**src/design/mfrc_pkg.sv**
```systemverilog
`timescale 1ns / 1ps
// shared types and constants of the masked flow rule classifier
// no dependencies
package mfrc_pkg;

    localparam int RULE_SLOTS_DEF   = 256;
    localparam int GROUP_COUNT_DEF  = 256;
    localparam int MAX_JUMPS_DEF    = 8;
    localparam int ACTION_SLOTS_DEF = 3;

    localparam int WORDS_PER_RULE = 9;
    localparam int ROW_W          = WORDS_PER_RULE * 64;

    localparam logic [3:0]  WI_CTRL   = 4'd7;
    localparam logic [15:0] ETH_IPV4  = 16'h0800;
    localparam logic [7:0]  PROTO_UDP = 8'h11;
    localparam logic [13:0] MIN_FRAME = 14'd34;
    localparam logic [4:0]  DECAP_MAX = 5'd31;

    typedef enum logic [1:0] {
        CMD_CLASSIFY = 2'd0,
        CMD_WRITE    = 2'd1,
        CMD_INVAL    = 2'd2
    } t_cmd;

    typedef enum logic [1:0] {
        ACT_NONE  = 2'd0,
        ACT_MARK  = 2'd1,
        ACT_DECAP = 2'd2,
        ACT_JUMP  = 2'd3
    } t_act;

    typedef enum logic [2:0] {
        ST_IDLE,
        ST_WR_RD,
        ST_WR_WB,
        ST_SCAN,
        ST_EVAL,
        ST_RESOLVE,
        ST_ACT,
        ST_FIN
    } t_state;

    typedef struct packed {
        logic [47:0] dst_mac;
        logic [47:0] src_mac;
        logic [31:0] ip_source;
        logic [31:0] ip_destination;
        logic [7:0]  ip_protocol;
        logic [31:0] l4_ports;
    } t_pkt;

    typedef struct packed {
        logic        hit;
        logic [11:0] pri;
    } t_match;

endpackage

```
**src/design/mfrc_match.sv**
```systemverilog
`timescale 1ns / 1ps
// masked compare of one rule row against the packet header
// depends on mfrc_pkg
module mfrc_match #(
    parameter int GROUP_COUNT = mfrc_pkg::GROUP_COUNT_DEF
) (
    input  logic [mfrc_pkg::ROW_W-1:0] i_row,
    input  logic                       i_valid,
    input  logic [7:0]                 i_group,
    input  mfrc_pkg::t_pkt             i_pkt,
    output mfrc_pkg::t_match           o_match
);
    import mfrc_pkg::*;

    logic [63:0] w [WORDS_PER_RULE];
    logic [7:0]  proto;
    logic [7:0]  grp;
    logic        hdr_ok;
    logic        proto_ok;

    always_comb begin
        for (int i = 0; i < WORDS_PER_RULE; i++) begin
            w[i] = i_row[64*i +: 64];
        end
        proto = w[7][15:8];
        grp   = w[7][23:16];
        hdr_ok = (((w[0][47:0] ^ i_pkt.dst_mac) & w[1][47:0]) == 48'd0)
              && (((w[2][47:0] ^ i_pkt.src_mac) & w[3][47:0]) == 48'd0)
              && (((w[4][31:0] ^ i_pkt.ip_source) & w[5][31:0]) == 32'd0)
              && (((w[4][63:32] ^ i_pkt.ip_destination) & w[5][63:32]) == 32'd0);
        // proto zero is a wildcard, ports only count for udp
        proto_ok = (proto == 8'd0)
                || ((proto == i_pkt.ip_protocol)
                    && ((proto != PROTO_UDP)
                        || (((w[6][31:0] ^ i_pkt.l4_ports) & w[6][63:32]) == 32'd0)));
        o_match.hit = i_valid && (grp == i_group) && ({1'b0, grp} < 9'(GROUP_COUNT))
                   && hdr_ok && proto_ok;
        o_match.pri = w[7][63:52];
    end
endmodule

```
**config.mk**
```make
export PLATFORM = sky130hd
export DESIGN_NAME = mfrc_match
export DESIGN_NICKNAME = d
export VERILOG_FILES = /design/src/design/mfrc_pkg.sv /design/src/design/mfrc_match.sv
export SDC_FILE = /design/constraint.sdc
export NUM_CORES = 1
export LEC_CHECK = 0
export BUFFER_PORTS_ARGS = -buffer_cell sky130_fd_sc_hd__buf_2
export CORE_AREA = 2 2 314 316
export DETAILED_ROUTE_END_ITERATION = 10
export DIE_AREA = 0 0 316 318
export MAX_ROUTING_LAYER = met4
export PLACE_DENSITY_LB_ADDON = 0.15
export SLEW_MARGIN = 10
export SYNTH_ARGS = -nofsm -noshare
export SYNTH_HDL_FRONTEND = slang
export SYNTH_SLANG_ARGS = --single-unit
```
**constraint.sdc**
```tcl
create_clock -name vclk -period 4.95
set_input_delay 0.7425 -clock vclk [all_inputs]
set_output_delay 0.7425 -clock vclk [all_outputs]
set_load 0.01 [all_outputs]
```
# After elaboration in Yosys (flattened, before gate mapping)
# Index checks and enable logic that the tools add are counted.
[word_totals]
elab_cells = 28
out_inout_bits = 13
register_bits = 0
inputBits = 785
[classes]
reduce_logical = 15
eq_ne = 3
bitwise_logic = 10
[op_table]
columns = ["operator", "n"]
rows = [
  ["$and 32x32->32", 3],
  ["$and 48x48->48", 2],
  ["$logic_not 32->1", 3],
  ["$logic_not 48->1", 2],
  ["$xor 32x32->32", 3],
  ["$xor 48x48->48", 2],
  ["$eq 8x8->1", 2],
  ["$logic_not 8->1", 1],
  ["$ne 8x5->1 const B", 1],
  ["$logic_and 1x1->1", 7],
  ["$logic_or 1x1->1", 2],
]

# Depth between registers and ports, before layout
# Gate-level depths: netlist (run 1).
[depth]
ltp_word = 8
ltp_mapped = 6
depth_no_buf = 6

# Worst setup path after synthesis (run 1)
# No wires, ideal clock.
[synth_path]
path_type = "input port to output port"
startpoint = "input i_pkt[151] (netlist bit)"
endpoint = "output o_match[12] (netlist bit)"
setup_slack_ps = 1862
path_buffers = 0
stages = 6
arrival_time_ps = 2346
path_cell_list = "xor2_1 -> a22o_1 -> a221oi_2 -> nand4_1 -> or4_1 -> a2111oi_2"
[synth_rtl]
columns = ["item", "line", "source"]
rows = [
  ["start, declared", "mfrc_match.sv:10", "input mfrc_pkg::t_pkt i_pkt,"],
  ["end, declared", "mfrc_match.sv:11", "output mfrc_pkg::t_match o_match"],
]

==> flow_summary.toml, run 1 <==
[status]
status = "finished, final reports clean"

[global_route]
grt_use_total_pct = 5.96
busiest_layer = "met2"
grt_max_degree = 4
grt_pass1_vias = 5882
grt-ovfl-total = 0
grt_use_met2_pct = 11.7
globalRouteMet3Util_pct = 2.13
use_met1_pct = 5.68
grt_pass1_wl_um = 40100
antenna_found_initial = 24

[timing]
tightest_slew_ns = 0.732
maxSlewHeadroom_pct = 51.2
rsz0062_at_grt = "false"
min_period_ns = 4.06
drv_slew = 0
timing.final.hold_violations = 0
max_freq_ghz = 0.246
tns_ns = 0
setup_viol = 0
post-route-period-util_pct = 82.0

[floorplanning]
dieArea_sq_um = 100000
ios = 798
die_w_um = 316
start_util_pct = 3.05
die_y_um = 318
coreArea_sq_um = 97400
rows = 115

[setup_path]
cp.required_ns = 4.21
endpoint_kind = "output pin"
critPathMaxFanout = 1
cp_data_arrival_time_ns = 3.32
path_class = "in -> out"
cp-start-kind = "input pin"

[clock_tree]
ctsResizeCount = 0
post_cts_buffers = 0
hold_buffers = 0

[logic_synthesis]
synth_top_area_cell = "xor2_1"
synth_top_family_by_area = "XOR/XNOR gates"
yosys.area.top_type_share_pct = 58.6
yosysMostFrequentCell = "xor2_1"
ys_top_cells_by_count = "xor2_1, a22o_1, a221oi_1"
synth-adder-area-share_pct = 0
synth_cells = 349
synth_area_sq_um = 2970
synth_area_per_cell_sq_um = 8.52
synth_xor_area_share_pct = 61.3
synth_warnings = 0
synth_cell_types = 20
synth_simple_gate_area_share_pct = 5.72
synthMuxAreaShare_pct = 0
synth_compound_area_share_pct = 29.8
seq_area_frac_synth_pct = 0
synth.net_count = 1134
synth_top_cells_by_area = "xor2_1, a22o_1, a221oi_1, a22oi_1, a221oi_2"

[drt]
drt_iter0_drc = 86
vias = 5245
ant_nets = 0
drcViolationCount = 0
dr.pass1.iters = 4
wl_per_cell_um = 14.2
routed_wl_um = 32000
routed_via_density = 2.33

[power_and_ir_drop]
p_leak_nw = 3.60
power_density_nw_per_um2 = 71.2
total_power_uw = 542
vdd_drop_max_mv = 0.0232

[place]
place.port_buffers = 610
finalWeightedCongestion = 0.830
hpwl_um = 31200

[layout]
clkbuf_count = 0
nNetsFinal = 1739
fin_util_pct = 7.82
ff_latch_area_sq_um = 0
syn_to_final_growth_pct = 156
drive_gt1_share_pct = 65.4
n_sequential_cell = 0

[flow_run]
drv_cap = 0

[hold_path]
worst_hold_path_type = "in -> out"
## power by group
| group | total [mW] | switching, mW | internal, mW |
|---|---|---|---|
| registers | 0 | 0 | 0 |
| logic | 0.542 | 0.237 | 0.305 |
| clock network | 0.000000316 | 0 | 0.000000316 |
## kinds of logic (layout without fill, tap and decap cells)
logic type / after synthesis / count (layout)
other: 0 / 12
AND/OR/NAND/NOR: 29 / 29
buffers and inverters: 13 / 616
XOR/XNOR: 208 / 208
AO/OA/AOI/OAI: 99 / 99
## worst max-delay path: stages
cell and delay, ns:
buf_2 0.11, xor2_1 0.15, a22o_1 0.24, a221oi_1 0.49, buf_4 0.23, nand4_1 0.12, or4_1 0.63, a2111oi_2 0.34
buf_2 0.25
## layer usage
| layer | vias to the layer above | part of all wire (%) |
|---|---|---|
| li1 | 2541 | - |
| met1 | 2233 | 35 |
| met2 | 447 | 52 |
| met3 | 24 | 12 |
| met4 | 0 | 0.93 |
| met5 | - | 0 |
## placed cells by master, fill, tap and decap left out, types with 3 or more instances in the layout
cell	synthesis	final
nor4_1	3	3
xor2_1	199	199
xnor2_1	9	9
nor2_1	3	3
buf_2	0	610
a22o_1	36	36
nand4_1	16	16
buf_4	12	5
a221oi_1	28	28
a22oi_1	23	23
or4_1	3	3
a221oi_2	7	7
diode_2	0	12
## cell type report
cell class                      instances  area (sq um)
Fill cell                           11500         89800
Multi-Input combinational cell        336          2880
Timing Repair Buffer                  615          3090
Inverter                                1          3.75
Tap cell                             1287          1610
Antenna cell                           12          30.0
## metrics by stage
| stage | hold slack [ns] | cells | worst slack (ns) | instance area (sq um) |
|---|---|---|---|---|
| after CTS | 1.49 | 2239 | 0.649 | 7580 |
| after detailed placement | 1.49 | 2239 | 0.654 | 7580 |
| after global routing | 1.49 | 2250 | 0.651 | 7610 |
| after floorplan | 1.54 | 349 | 1.86 | 2970 |
| after global placement | 1.49 | 2239 | 0.719 | 7580 |
| final | 1.49 | 2251 | 0.892 | 7610 |
## worst paths after layout
| path | cells after the start | slack [ns] | start | endpoint |
|---|---|---|---|---|
| hold / removal | 0 | 1.49 | i_row[500] | o_match[0] |
| setup / recovery | 9 | 0.89 | i_pkt[143] | o_match[12] |
Power figures use the tool's default switching activity.
==> run 2: changes to the inputs <==
--- a/config.mk
+++ b/config.mk
@@ -5,6 +5,7 @@
 export SDC_FILE = /design/constraint.sdc
 export NUM_CORES = 1
 export LEC_CHECK = 0
+export ABC_AREA = 1
 export BUFFER_PORTS_ARGS = -buffer_cell sky130_fd_sc_hd__buf_2
 export CORE_AREA = 2 2 314 316
 export DETAILED_ROUTE_END_ITERATION = 10
==> constraint.sdc (replaced) <==
create_clock -name vclk -period 3.5
set_input_delay 0.525 -clock vclk [all_inputs]
set_output_delay 0.525 -clock vclk [all_outputs]
set_load 0.01 [all_outputs]
==> flow_summary.toml, run 2 <==
[floorplanning]
die_y_um = 318
die_w_um = 316
rows = 115
coreArea_sq_um = 97400
ios = 798
dieArea_sq_um = 100000
start_util_pct = 4.64

[power_and_ir_drop]
clkPwrFrac_pct = 0
p_int_uw = 410
p_comb_share_pct = 100.0
switching_share_pct = 49.9
p_seq_share_pct = 0
p_leak_nw = 5.55
vdd_drop_max_mv = 0.0232
p_sw_uw = 409
power_density_nw_per_um2 = 89.8
total_power_uw = 820

[logic_synthesis]
ys_top_cells_by_count = "nand2_1, inv_1, nand3_1"
synth_area_sq_um = 4520
synth_top_cells_by_area = "nand2_1, inv_1, nand3_1, nor2_1, or2_1"
synth.net_count = 1849
synth_warnings = 0
seq_area_frac_synth_pct = 0
yosys.area.top_type_share_pct = 37.0
yosysMostFrequentCell = "nand2_1"
synth_top_area_cell = "nand2_1"
synth_cells = 1064
synth_cell_types = 18
synth_area_per_cell_sq_um = 4.25

[flow_run]
drv_cap = 0

[timing]
max_freq_ghz = 0.337
post-route-period-util_pct = 84.8
tightest_slew_ns = 1.15
tns_ns = 0
min_period_ns = 2.97
maxSlewHeadroom_pct = 23.4
drv_slew = 0
fin_ws_ns = 0.533
rsz0062_at_grt = "false"
timing.final.hold_violations = 0
setup_viol = 0

[layout]
postLayoutCellArea_sq_um = 9130
multi_input_area_sq_um = 3460
drive_gt1_share_pct = 37.3
fin_util_pct = 9.38
n_fill_cell = 11700
ff_latch_area_sq_um = 0
final_cell_mix = "buf_2, nand2_1, inv_1, nand3_1, nor2_1"
nNetsFinal = 2452
syn_to_final_growth_pct = 102
n_sequential_cell = 0
final_common_cell = "buf_2"
clkbuf_count = 0

[setup_path]
cp-start-kind = "input pin"
endpoint_kind = "output pin"
cp.required_ns = 2.97
cp_data_arrival_time_ns = 2.44
path_class = "in -> out"
endpoint = "o_match[12]"
cp-startpoint = "i_row[13]"
critPathMaxFanout = 1

[drt]
drcViolationCount = 0
dr.pass1.iters = 4
routed_via_density = 2.64
ant_nets = 0
wl_per_cell_um = 12.8
drt_iter0_drc = 179
routed_wl_um = 37700
vias = 7826

[clock_tree]
ctsResizeCount = 0
post_cts_buffers = 0
hold_buffers = 0

[hold_path]
worst_hold_path_type = "in -> out"

[place]
place.port_buffers = 610
finalWeightedCongestion = 0.791
hpwl_um = 37100
place_area_sq_um = 9120
pre_cts_slack_ns = 0.387

[global_route]
grt_pass1_wl_um = 51800
grt_use_total_pct = 7.31
grt_max_degree = 4
grt-ovfl-total = 0
antenna_found_initial = 13
grt_pass1_vias = 8084

[status]
status = "finished, final reports clean"
## run 2: cell types whose count changed in the layout (fill, tap and decap cells not counted), moves of 7 or more
cell	previous run	this run
o21ai_0	0	14
nand3_1	1	177
a221oi_2	7	0
a22o_1	36	0
inv_1	1	258
nor2_1	3	78
nand2_1	2	446
a22oi_1	23	0
a221oi_1	28	0
xor2_1	199	5
nand4_1	16	5
or2_1	0	41
## run 2: how the worst min path moves through the flow
stage | start | to | slack (ns) | depth (start not counted)
4_1_cts | i_row[510] | o_match[10] | 1.05 | 0
3_3_place_gp | i_row[510] | o_match[10] | 1.05 | 0
3_5_place_dp | i_row[510] | o_match[10] | 1.05 | 0
2_1_floorplan | i_row[500] | o_match[0] | 1.14 | 1
5_1_grt | i_row[505] | o_match[5] | 1.05 | 0
6_report | i_row[505] | o_match[5] | 1.05 | 0
## run 2: metal layers
| metal | wire length [um] | vias to the layer above | global-route usage, % |
|---|---|---|---|
| met5 | 0 | - | - |
| met4 | 96 | 0 | 0.0632 |
| met2 | 18900 | 350 | 13.6 |
| met3 | 3420 | 14 | 1.94 |
| met1 | 15300 | 3112 | 8.20 |
| li1 | - | 4350 | - |
## run 2: cell families after synthesis
family	count (synthesis)	synth area share (%)
simple gates	762	71.7
compound gates	16	1.80
buf+inv	270	23.4
xor+xnor	16	3.10
## run 2: cell type report
cell class                      count  share of cell area (%)
Multi-Input combinational cell    794                    37.9
Timing Repair Buffer              613                    33.7
Tap cell                         1287                    17.6
Inverter                          258                    10.6
Antenna cell                        7                   0.192
## run 2: metrics by stage
step,cells,hold WS (ns)
2_1_floorplan,1064,1.14
3_3_place_gp,2952,1.05
3_5_place_dp,2952,1.05
4_1_cts,2952,1.05
5_1_grt,2958,1.05
6_report,2959,1.05
## run 2: worst max-delay path, stage by stage
cell and delay, ns:
buf_2 0.11, xor2_1 0.87, nand2_1 0.10, nand3_1 0.13, nor2_1 0.05, nand2_1 0.06, nor2_1 0.04, buf_4 0.13
nand3_1 0.18, nor2_1 0.07, buf_2 0.15
## run 2: power by group through the flow
stage	sequential (mW)	combinational (mW)	clock (mW)
after detailed placement	0	0.849	0
final	0	0.820	0.000000268
after floorplan	0	0.330	0
after global routing	0	0.952	0.000000230
after CTS	0	0.852	0
after global placement	0	0.846	0
==> run 3: changes to the inputs <==
--- a/config.mk
+++ b/config.mk
@@ -7,9 +7,9 @@
 export LEC_CHECK = 0
 export ABC_AREA = 1
 export BUFFER_PORTS_ARGS = -buffer_cell sky130_fd_sc_hd__buf_2
-export CORE_AREA = 2 2 314 316
+export CORE_AREA = 2 2 312 314
 export DETAILED_ROUTE_END_ITERATION = 10
-export DIE_AREA = 0 0 316 318
+export DIE_AREA = 0 0 314 316
 export MAX_ROUTING_LAYER = met4
 export PLACE_DENSITY_LB_ADDON = 0.15
 export SLEW_MARGIN = 10
==> constraint.sdc (replaced) <==
create_clock -name vclk -period 2.8
set_input_delay 0.42 -clock vclk [all_inputs]
set_output_delay 0.42 -clock vclk [all_outputs]
set_load 0.01 [all_outputs]
==> flow_summary.toml, run 3 (synthesis results as in run 2) <==
[status]
status = "finished, final reports clean"

[power_and_ir_drop]
total_power_mw = 1.02
switching_share_pct = 49.2
clkPwrFrac_pct = 0
power_density_nw_per_um2 = 111
p_sw_uw = 502
p_seq_share_pct = 0
p_leak_nw = 5.57
vdd_drop_max_mv = 0.0267
p_int_uw = 518
p_comb_share_pct = 100.0

[timing]
setup_viol = 0
tightest_slew_ns = 0.305
maxSlewHeadroom_pct = 79.6
min_period_ns = 2.57
rsz0062_at_grt = "false"
timing.final.hold_violations = 0
fin_ws_ns = 0.233
tns_ns = 0
holdWs_ns = 0.840
drv_slew = 0
post-route-period-util_pct = 91.7
max_freq_ghz = 0.390

[clock_tree]
ctsResizeCount = 0
post_cts_buffers = 0
hold_buffers = 0

[global_route]
grt-ovfl-total = 0
grt_use_total_pct = 7.09
antenna_found_initial = 21
grt_max_degree = 4
grt_pass1_wl_um = 50100
grt_pass1_vias = 8231

[drt]
drt_iter0_drc = 199
drcViolationCount = 0
wl_per_cell_um = 12.4
routed_via_density = 2.68
ant_nets = 0
routed_wl_um = 36600
vias = 7936
dr.pass1.iters = 6

[setup_path]
crit_slowest_cell = "or2_2"
cp-start-kind = "input pin"
cp.required_ns = 2.38
critPathMaxFanout = 2
cp_data_arrival_time_ns = 2.15
endpoint_kind = "output pin"
critPathMostFrequentCell = "nor2_1"
path_class = "in -> out"
cp_cell_sequence = "buf_2, or2_2, nand3_1, nand4_1, nor2_1, nand2_1, nor2_1, buf_4, nand3_1, nor2_1, buf_2"
critPathMaxStageDelay_ns = 0.28

[place]
hpwl_um = 36100
pre_cts_slack_ns = 0.0319
place.port_buffers = 610
place_area_sq_um = 9140
dp.cells = 2944
finalWeightedCongestion = 0.775

[hold_path]
min_from = "i_row[500]"
whs_endpoint = "o_match[0]"
worst_hold_path_type = "in -> out"
whs_path_depth = 0

[layout]
ff_latch_area_sq_um = 0
fin_util_pct = 9.56
n_sequential_cell = 0
final_cells = 2959
final_common_cell = "buf_2"
multi_input_area_sq_um = 3460
n_fill_cell = 11600
nNetsFinal = 2455
final_cell_mix = "buf_2, nand2_1, inv_1, nand3_1, nor2_1"
postLayoutCellArea_sq_um = 9180
clkbuf_count = 0
drive_gt1_share_pct = 37.5
syn_to_final_growth_pct = 103

[floorplanning]
rows = 114
coreArea_sq_um = 96000
die_y_um = 316
start_util_pct = 4.71
die_w_um = 314
dieArea_sq_um = 99200
ios = 798

[flow_run]
drv_cap = 0
## run 3: cell type report
class,instances,share of cell area (%)
Multi-Input combinational cell,794,37.8
Tap cell,1276,17.4
Timing Repair Buffer,616,33.9
Antenna cell,15,0.409
Inverter,258,10.6
## run 3: worst max-delay path by stage
stage	from	to	slack, ns	cells after the start
global placement	i_pkt[170]	o_match[12]	0.04	13
global route	i_pkt[152]	o_match[12]	0.0002	13
finish	i_pkt[140]	o_match[12]	0.23	11
detailed placement	i_pkt[170]	o_match[12]	0.03	13
CTS	i_pkt[170]	o_match[12]	0.03	13
floorplan	i_pkt[82]	o_match[12]	1.07	10
## run 3: power by group through the flow
stage	Clock (mW)	Sequential [mW]	Combinational [mW]
3_5_place_dp	0	0	1.05
4_1_cts	0	0	1.06
3_3_place_gp	0	0	1.05
2_1_floorplan	0	0	0.413
6_report	0.000000714	0	1.02
5_1_grt	0.000000624	0	1.19
## run 3: routing by layer
metal	part of all wire (%)	routed length [um]	track usage, %
met1	39	14300	7.77
met2	52	18900	13.2
met3	8.9	3240	1.88
met4	0.34	126	0.663
met5	0	0	-
## run 3: worst max-delay path: cells and delay by family
family,cells,cell delay (ns)
buffers and inverters,3,0.39
and+or+nand+nor,8,1.33
